`src/rtl/mrt_pkg.sv`:
```
package mrt_pkg;

   localparam int WORD_W     = 32;
   localparam int PROD_W     = 64;
   localparam int SUM_W      = 66;  // four full products plus growth
   localparam int INDEX_W    = 4;
   localparam int ROW_FIELDS = 4;

   localparam logic CMD_LOAD = 1'b0;
   localparam logic CMD_ROW  = 1'b1;

   typedef logic signed [WORD_W-1:0] word_type;
   typedef logic signed [PROD_W-1:0] prod_type;
   typedef logic signed [SUM_W-1:0]  sum_type;

   localparam sum_type SAT_MAX = {{(SUM_W-WORD_W+1){1'b0}}, {(WORD_W-1){1'b1}}};
   localparam sum_type SAT_MIN = {{(SUM_W-WORD_W+1){1'b1}}, {(WORD_W-1){1'b0}}};

   localparam word_type WORD_MAX = {1'b0, {(WORD_W-1){1'b1}}};
   localparam word_type WORD_MIN = {1'b1, {(WORD_W-1){1'b0}}};

   // capture enables for the column pipeline stages
   typedef struct packed {
      logic s2;
      logic s3;
      logic s4;
      logic s5;
   } stage_en_type;

endpackage

```
`src/rtl/mrt_bstore.sv`:
```
module mrt_bstore #(
   parameter int DIM       = 4,
   parameter int NK        = 4,
   parameter int NC        = 4,
   parameter int FRAC_BITS = 16
) (
   input  logic                          clock,
   input  logic                          reset,
   input  logic                          load_en,
   input  logic [mrt_pkg::INDEX_W-1:0]   load_index,
   input  mrt_pkg::word_type             load_value,
   output mrt_pkg::word_type             b_o [NK][NC]
);
   import mrt_pkg::*;

   localparam word_type UNIT = word_type'(1) <<< FRAC_BITS;

   word_type b_ff [NK][NC];

   for (genvar k = 0; k < NK; k++) begin : g_row
      for (genvar c = 0; c < NC; c++) begin : g_col
         localparam int FLAT = k * DIM + c;
         localparam word_type INIT = (k == c) ? UNIT : '0;
         logic hit;

         // entries past the index range never match
         if (FLAT < (1 << INDEX_W)) begin : g_addr
            assign hit = load_en && (load_index == INDEX_W'(FLAT));
         end else begin : g_noaddr
            assign hit = 1'b0;
         end

         always_ff @(posedge clock) begin
            if (reset) begin
               b_ff[k][c] <= INIT;
            end else if (hit) begin
               b_ff[k][c] <= load_value;
            end
         end

         assign b_o[k][c] = b_ff[k][c];
      end
   end

endmodule

```
`config.mk`:
```
export PLATFORM = sky130hd
export DESIGN_NAME = mrt_bstore
export DESIGN_NICKNAME = d
export VERILOG_FILES = /design/src/rtl/mrt_pkg.sv /design/src/rtl/mrt_bstore.sv
export SDC_FILE = /design/constraint.sdc
export NUM_CORES = 1
export LEC_CHECK = 0
export CORE_MARGIN = 2
export CORE_UTILIZATION = 40
export DETAILED_ROUTE_END_ITERATION = 12
export DONT_BUFFER_PORTS = 1
export PLACE_DENSITY = 0.53
export SLEW_MARGIN = 25
export SYNTH_ARGS = -nofsm -noshare
export SYNTH_HDL_FRONTEND = slang
export SYNTH_SLANG_ARGS = --single-unit
```
`constraint.sdc`:
```
create_clock -name clock -period 5.7 [get_ports clock]
set_clock_uncertainty 0.1 [all_clocks]
set_input_delay 0.285 -clock clock [delete_from_list [all_inputs] [get_ports clock]]
set_output_delay 0.285 -clock clock [all_outputs]
set_load 0.01 [all_outputs]
```
==> flow_summary.toml, run 1 <==
[floorplan]
initial_utilization = 0.405
fp.dieArea_um2 = 48800
die_x_um = 221
pin_count = 551
core.rowCount = 79
core-area_um2 = 46500
die_span_in_y_um = 221

[cts]
worst_setup_hold_path_clk_slew_ns = 0.06
cts.sinks = 512
clockRootBuffer = "clkbuf_16"
cts_tree = "yes"
cts_max_path_buffers = 3
cts.repair_timing.setup_buffer_count = 0
cts-buffers-inserted = 52
htree_num_levels = 2

[timing]
tightest_slew_ns = 1.05
timing.final.crit_share = 0.335
timing.final.hold_violations = 0
timing.slew.headroom = 0.301
timing.final.crit_period_ns = 1.91
timing_max_transition_violations_final = 0
max_clock_freq_mhz = 524
fin_tns_setup_ns = 0
final-setup-viol-count = 0
grt_setup_unrepaired = "false"

[synth]
netlist_area_um2 = 18800
synth-edff-count = 512
syn_nets = 1308
synth.distinct_cells = 21
ys_top_cells_by_area = "edfxtp_1 (82%), nor2_1 (10%), nand3b_1 (2.6%)"
seq_total_area_yosys = 0.817
synth.largest_area_cell = "edfxtp_1"
yosysWarnings = 0
async_set_reset_flop_share_out_of_synthesis = 0
synth_area_per_cell_um2 = 14.8
postSynthCellCount = 1269
yosys_register_bits = 512
synth.top_cell.area_share = 0.817
synth_most_common_cell = "edfxtp_1"
synth_common_cells = "edfxtp_1 (512), nor2_1 (505), nand3b_1 (66)"
flip_flop_cell_with_the_highest_count_after_synthesis = "edfxtp_1"

[layout]
top_register = "b_ff"
utilization = 0.471
post_route_cells_drive_above_1_share = 0.0904
area_delta_synth_final_pct = 16.2
largest_register_ffs = 512
finalNetCount = 1339
largestRegisters = "b_ff: 512 flops"

[routing]
ant_nets = 0
drt_pre_antenna_iters = 5
postRouteWirelength_mm = 70.0
route.detailed.wl_per_inst_um = 35.6
initialDrtViolationCount = 1269
routed_via_density = 5.71
vias = 11200
drc = 0

[placed_design]
hpwlAfterDp_mm = 41.8
gp_routability_congestion = 0.815
port_buffers = 0

[critical_path]
critical_path_arrival_ns = 2.13
timing.critical_path.required_ns = 5.92
worst-setup-path-type = "in2reg"
category_of_the_worst_setup_path_capture_point = "flip-flop"
crit_path_max_fanout = 52
startpoint_class_of_the_critical_path = "input pin"

[hold_path]
worstHoldPathType = "in2reg"
hp-start = "reset"
timing.hold.worst_endpoint = "b_ff[2][126]"
hold_depth = 1

[power]
powerDensity_nw_per_um2 = 381
worst_ir_drop_vdd_mv = 0.265
power_leakage_uw = 0.00683

[global_route]
grt_first_pass_wirelength_mm = 94.3
first_global_vias = 10700
grt_start_max_net_pins = 108
antenna_found_initial = 28
grt.overflow.total = 0
gr-usage-all-layers = 0.279

[flow_run]
cap_violations = 0

[run_status]
run_status = "complete, no violations"
==> cells in the final DEF (no fill, tap or decap), types with 4 or more instances in the layout <==
cell type / n
clkbuf_1: 12
buf_16: 10
clkbuf_16: 53
nand3b_1: 66
diode_2: 20
or3b_2: 7
buf_12: 4
o21bai_4: 11
or3b_1: 24
clkinv_1: 10
edfxtp_1: 512
a31o_2: 4
nand3_1: 33
or3_1: 4
bufinv_16: 4
buf_4: 9
dlygate4sd3_1: 41
nor2_1: 505
clkinv_2: 8
==> worst max-delay path, stage by stage <==
cell and delay, ns:
nand4bb_4 0.85, buf_4 0.58, or3_1 0.35
==> kinds of logic after synthesis <==
group,synth area share
AOI/OAI and AO/OA,0.00665
and+or+nand+nor,0.156
DFF,0.817
buffers and inverters,0.0205
==> cell type report <==
type | instances | area (µm²)
Clock buffer | 65 | 1370
Fill cell | 4092 | 24600
Inverter | 3 | 11.3
Tap cell | 607 | 759
Antenna cell | 20 | 50.0
Sequential cell | 512 | 15400
Timing Repair Buffer | 64 | 833
Clock inverter | 28 | 249
Multi-Input combinational cell | 667 | 3230
==> power by group <==
group | internal [µW] | total (µW) | switching, µW
Combinational | 91.3 | 356 | 265
Sequential | 4380 | 4640 | 261
Clock | 1880 | 3330 | 1440
Total | 6360 | 8330 | 1970
==> metrics by stage <==
stage,hold slack (ns),power (µW),setup slack [ns],area [µm²],std cells
finish,0.0221,8330,3.79,21900,1966
global route,0.00786,8530,3.71,21800,1954
CTS,0.000345,8350,3.80,21700,1941
detailed placement,0.382,4990,3.21,19600,1805
global placement,0.375,4970,3.24,19400,1798
floorplan,0.364,4810,2.90,18800,1269
==> layer usage <==
metal	GRT usage	part of all wire	vias up
met5	0	0.0012	-
met4	0.0691	0.022	12
met3	0.102	0.11	101
met2	0.447	0.48	728
met1	0.361	0.38	5808
li1	-	-	4576
==> worst max path at each step <==
stage	to	slack, ns	cells past startpoint	startpoint
after floorplan	b_ff[1][100]	2.90	3	load_index[1]
after global placement	b_ff[3][16]	3.24	3	reset
after detailed placement	b_ff[2][48]	3.21	3	load_index[2]
after CTS	b_ff[2][48]	3.80	3	load_index[2]
after global routing	b_ff[3][16]	3.71	3	reset
final	b_ff[2][48]	3.79	3	load_index[2]
==> what timing repair did <==
item	in CTS	in global routing
endpoints found under the setup margin	0	0
resized for setup	0	0
endpoints found under the hold margin	340	18
hold buffers	43	1
No activity file was read; power rests on OpenSTA's default activity.
==> run 2: changes to the inputs <==
--- a/config.mk
+++ b/config.mk
@@ -5,6 +5,7 @@
 export SDC_FILE = /design/constraint.sdc
 export NUM_CORES = 1
 export LEC_CHECK = 0
+export ABC_AREA = 1
 export CORE_MARGIN = 2
 export CORE_UTILIZATION = 40
 export DETAILED_ROUTE_END_ITERATION = 12
==> constraint.sdc (replaced) <==
create_clock -name clock -period 1.94 [get_ports clock]
set_clock_uncertainty 0.1 [all_clocks]
set_input_delay 0.097 -clock clock [delete_from_list [all_inputs] [get_ports clock]]
set_output_delay 0.097 -clock clock [all_outputs]
set_load 0.01 [all_outputs]
==> flow_summary.toml, run 2 <==
[run_status]
run_status = "complete, no violations"

[critical_path]
category_of_the_worst_setup_path_capture_point = "flip-flop"
max_stage_delay_ns = 0.63
crit_path_top_delay_cell = "dlygate4sd3_1"
critical_path.n_buffers_inverters = 2
crit_path_max_fanout = 7
crit_top_cell = "dlygate4sd3_1"
timing.critical_path.required_ns = 2.13
startpoint_class_of_the_critical_path = "input pin"
worst-setup-path-type = "in2reg"
cp_top_family = "buffers and inverters"
timing.critical_path.cells = "dlygate4sd3_1 > nor2_1 > nand3_1 > nand2_2 > dlygate4sd3_1"
critical_path_arrival_ns = 1.98

[synth]
syn_nets = 1250
netlist_area_um2 = 18100
ys_top_cells_by_area = "edfxtp_1 (85%), nor2_1 (11%), buf_2 (1.0%)"
yosysWarnings = 0
flip_flop_cell_with_the_highest_count_after_synthesis = "edfxtp_1"
seq_total_area_yosys = 0.850
synth_adder_area_share = 0
synth.top_cell.area_share = 0.850
synth.distinct_cells = 11
yosys_register_bits = 512
synth-edff-count = 512
synth_common_cells = "nor2_1 (522), edfxtp_1 (512), clkbuf_1 (48)"
synth_area_per_cell_um2 = 14.9
yosys.area_share.xor_xnor = 0
postSynthCellCount = 1211
yosys.area_share.simple = 0.119
synth_most_common_cell = "nor2_1"
synth_top_family_by_area = "simple AND/OR/NAND/NOR gates"
async_set_reset_flop_share_out_of_synthesis = 0
synth_compound_area_frac = 0.00277
synthMuxAreaShare = 0
synth.largest_area_cell = "edfxtp_1"

[timing]
grt_setup_unrepaired = "false"
final_worst_setup_slack_ns = 0.145
timing.final.crit_period_ns = 1.80
tightest_slew_ns = 0.795
final-setup-viol-count = 0
max_clock_freq_mhz = 557
timing.final.crit_share = 0.925
timing_max_transition_violations_final = 0
timing.final.hold_violations = 0
timing.slew.headroom = 0.469

[layout]
most_common_library_cell_in_the_layout_ignoring_fill_and_taps = "nor2_1"
largestRegisters = "b_ff: 512 flops"
largest_register_ffs = 512
top_register = "b_ff"
mostFrequentLayoutCells = "nor2_1 (522), edfxtp_1 (512), clkbuf_16 (53)"
antenna_cells = 0
stdcell_count = 1917
area_delta_synth_final_pct = 17.9
post_route_cells_drive_above_1_share = 0.116
finalNetCount = 1329

[routing]
routed_via_density = 5.26
route.detailed.wl_per_inst_um = 29.5
drt_pre_antenna_iters = 5
initialDrtViolationCount = 965
drc = 0
ant_nets = 0
vias = 10100
postRouteWirelength_mm = 56.6

[hold_path]
worstHoldPathType = "in2reg"

[placed_design]
gp_routability_congestion = 0.838
port_buffers = 0
hpwlAfterDp_mm = 36.9
placement.setup.worst_slack_ns = 0.221
place.detailed.instances = 1788

[floorplan]
fp.dieArea_um2 = 46900
core.rowCount = 77
pin_count = 551
die_span_in_y_um = 217
core-area_um2 = 44400
initial_utilization = 0.407
die_x_um = 217

[cts]
clockRootBuffer = "clkbuf_16"
cts_max_path_buffers = 3
cts.repair_timing.setup_buffer_count = 0
worst_setup_hold_path_clk_slew_ns = 0.06
htree_num_levels = 2
cts.sinks = 512
cts-buffers-inserted = 52
cts_tree = "yes"

[power]
power_report.internal_total_uw = 18500
power_leakage_uw = 0.00772
switching_power_uw = 5570
power_switching_share = 0.232
powerDensity_nw_per_um2 = 1130
power.clock.fraction = 0.394
seq_power_share = 0.568
worst_ir_drop_vdd_mv = 0.652
comb_power_share = 0.039

[flow_run]
cap_violations = 0

[global_route]
grt_first_pass_wirelength_mm = 77.9
antenna_found_initial = 0
first_global_vias = 9903
gr-usage-all-layers = 0.236
grt.overflow.total = 0
grt_start_max_net_pins = 37
## run 2: changes by cell type after synthesis, sizes merged, moves of 17 or more
| cell | previous run | this run |
|---|---|---|
| or3b | 31 | 0 |
| nand2 | 1 | 24 |
| nand3 | 33 | 9 |
| nor2 | 505 | 522 |
| nand3b | 66 | 0 |
| inv | 3 | 40 |
## run 2: path summary, 6_finish.rpt
check,endpoint,slack [ns],start,depth (start not counted)
hold / removal,b_ff[1][80],0.05,load_index[0],3
setup / recovery,b_ff[3][127],0.14,load_index[1],5
## run 2: power by group through the flow
| stage | Clock [µW] | Sequential, µW | Combinational, µW |
|---|---|---|---|
| finish | 9460 | 13600 | 933 |
| global placement | 0 | 13900 | 857 |
| detailed placement | 0 | 13900 | 868 |
| floorplan | 0 | 13600 | 388 |
| global route | 9960 | 13700 | 990 |
| CTS | 9590 | 13700 | 937 |
## run 2: cells by family (layout without fill, tap and decap cells)
group,after synthesis,after routing
AOI/OAI and AO/OA,10,10
and+or+nand+nor,564,564
buffers and inverters,125,239
DFF,512,512
## run 2: repair_timing
item,CTS,global route
setup endpoints to repair,0,50
hold buffers,40,0
hold endpoints to repair,656,0
gates resized for setup,0,2
## run 2: final cells by class
type | instances | area [µm²]
fillers | 3861 | 23100
clock buffers | 65 | 1370
well taps | 592 | 741
multi-input cells | 574 | 2340
clock inverters | 24 | 196
flip-flops and latches | 512 | 15400
repair buffers | 109 | 1140
inverters | 41 | 154
## run 2: routing by layer
layer / track usage / part of all wire / vias to the layer above
met3: 0.0778 / 0.11 / 102
met1: 0.300 / 0.38 / 5107
li1: - / - / 4269
met2: 0.380 / 0.48 / 609
met4: 0.0852 / 0.033 / 0
met5: 0 / 0 / -
## run 2: through the flow
stage          area (µm²)  power [µW]  utilization  TNS [ns]  hold WS [ns]
2_1_floorplan       18100       14000            -   -120.04         0.228
3_3_place_gp        19300       14800        0.436         0         0.318
3_5_place_dp        19300       14800        0.436         0         0.321
4_1_cts             21300       24200        0.480         0      0.000357
5_1_grt             21300       24600        0.480         0        0.0425
6_report            21300       24000        0.480         0        0.0518
==> run 3: changes to the inputs <==
--- a/config.mk
+++ b/config.mk
@@ -6,11 +6,11 @@
 export NUM_CORES = 1
 export LEC_CHECK = 0
 export ABC_AREA = 1
-export CORE_MARGIN = 2
-export CORE_UTILIZATION = 40
+export CORE_AREA = 2 2 214 216
 export DETAILED_ROUTE_END_ITERATION = 12
+export DIE_AREA = 0 0 216 218
 export DONT_BUFFER_PORTS = 1
-export PLACE_DENSITY = 0.53
+export PLACE_DENSITY = 0.54
 export SLEW_MARGIN = 25
 export SYNTH_ARGS = -nofsm -noshare
 export SYNTH_HDL_FRONTEND = slang
==> flow_summary.toml, run 3 (synthesized netlist as in run 2, its figures left out) <==
[run_status]
run_status = "complete, no violations"

[global_route]
grt.overflow.total = 0
grt_first_pass_wirelength_mm = 76.2
grt_start_max_net_pins = 37
gr-usage-all-layers = 0.228
first_global_vias = 9805
antenna_found_initial = 0

[critical_path]
worst-setup-path-type = "in2reg"
max_stage_delay_ns = 0.74
crit_path_top_delay_cell = "dlygate4sd3_1"
critical_path_arrival_ns = 1.94
timing.critical_path.required_ns = 2.15
category_of_the_worst_setup_path_capture_point = "flip-flop"
critical_path.startpoint = "load_en"
crit_path_max_fanout = 9
startpoint_class_of_the_critical_path = "input pin"
timing.critical_path.cells = "dlygate4sd3_1 > nand3_1 > buf_4 > nor2_1 > dlygate4sd3_1 > nand3_1"

[layout]
largestRegisters = "b_ff: 512 flops"
top_register = "b_ff"
finalNetCount = 1329
most_common_library_cell_in_the_layout_ignoring_fill_and_taps = "nor2_1"
n_fill_cell = 3847
largest_register_ffs = 512
post_route_cells_drive_above_1_share = 0.117
mostFrequentLayoutCells = "nor2_1 (522), edfxtp_1 (512), clkbuf_16 (53)"
utilization = 0.478
area_delta_synth_final_pct = 18.7
stdcell_count = 1932

[cts]
cts.sinks = 512
cts-buffers-inserted = 52
cts_tree = "yes"
worst_setup_hold_path_clk_slew_ns = 0.06
clockRootBuffer = "clkbuf_16"
cts_max_path_buffers = 3
htree_num_levels = 2
post_cts.resized_instances = 0

[routing]
initialDrtViolationCount = 1113
postRouteWirelength_mm = 55.1
route.detailed.wl_per_inst_um = 28.5
drt_pre_antenna_iters = 5
routed_via_density = 5.28
vias = 10200
drc = 0
ant_nets = 0

[power]
power_leakage_uw = 0.00780
worst_ir_drop_vdd_mv = 0.672
powerDensity_nw_per_um2 = 1140

[placed_design]
hpwlAfterDp_mm = 35.4
gp_routability_congestion = 0.785
port_buffers = 0
place.detailed.instances = 1796

[timing]
grt_setup_unrepaired = "false"
timing_max_transition_violations_final = 0
tightest_slew_ns = 0.752
timing.final.hold_violations = 0
fin_tns_setup_ns = 0
max_clock_freq_mhz = 580
final-setup-viol-count = 0
whs_ns = 0.0258
timing.slew.headroom = 0.498
timing.final.crit_period_ns = 1.72
timing.final.crit_share = 0.889

[hold_path]
hp-start = "load_value[11]"
worstHoldPathType = "in2reg"

[floorplan]
fp.dieArea_um2 = 47100
initial_utilization = 0.403
die_span_in_y_um = 218
core-area_um2 = 44900
die_x_um = 216
pin_count = 551
core.rowCount = 78

[flow_run]
cap_violations = 0
## run 3: area by class of cell
type	count	area, µm²	share of cell area
Timing Repair Buffer	109	1190	0.0556
Clock buffer	69	1390	0.0646
Tap cell	600	751	0.0350
Antenna cell	1	2.50	0.000117
Sequential cell	512	15400	0.716
Inverter	41	154	0.00717
Multi-Input combinational cell	574	2330	0.109
Clock inverter	26	277	0.0129
## run 3: metal layers
layer  wire length, µm  global-route usage  share of wire  vias up
li1                  -                   -              -     4266
met1             21300               0.292           0.39     5174
met2             26800               0.370           0.49      672
met3              5520              0.0763           0.10       95
met4              1520              0.0676          0.028        0
met5                 0                   0              0        -
## run 3: through the flow
stage / power, µW / setup WS [ns] / instance area [µm²]
after floorplan: 14000 / -0.475 / 18100
after global placement: 14700 / 0.462 / 19400
after detailed placement: 14700 / 0.442 / 19400
after CTS: 24600 / 0.274 / 21500
after global routing: 25100 / 0.122 / 21500
final: 24500 / 0.215 / 21500
## run 3: worst paths after layout
kind / to / slack (ns) / cells after the start
setup / recovery: b_ff[2][48] / 0.22 / 6
hold / removal: b_ff[3][75] / 0.03 / 2
## run 3: timing repair
action                                 4_1_cts  5_1_grt
endpoints found under the hold margin      628        0
setup buffers                                0        0
hold buffers                                40        0
## run 3: power breakdown
group / switching (µW) / internal (µW) / leakage [µW] / total, µW
combinational: 705 / 222 / 0.00208 / 927
clock: 4120 / 5810 / 0.000815 / 9930
sequential: 757 / 12900 / 0.00491 / 13600
total: 5590 / 18900 / 0.00780 / 24500
## run 3: worst max-delay path: cells and delay by family
| kind | cells | cell delay [ns] |
|---|---|---|
| and+or+nand+nor | 3 | 0.31 |
| buffers and inverters | 3 | 1.52 |
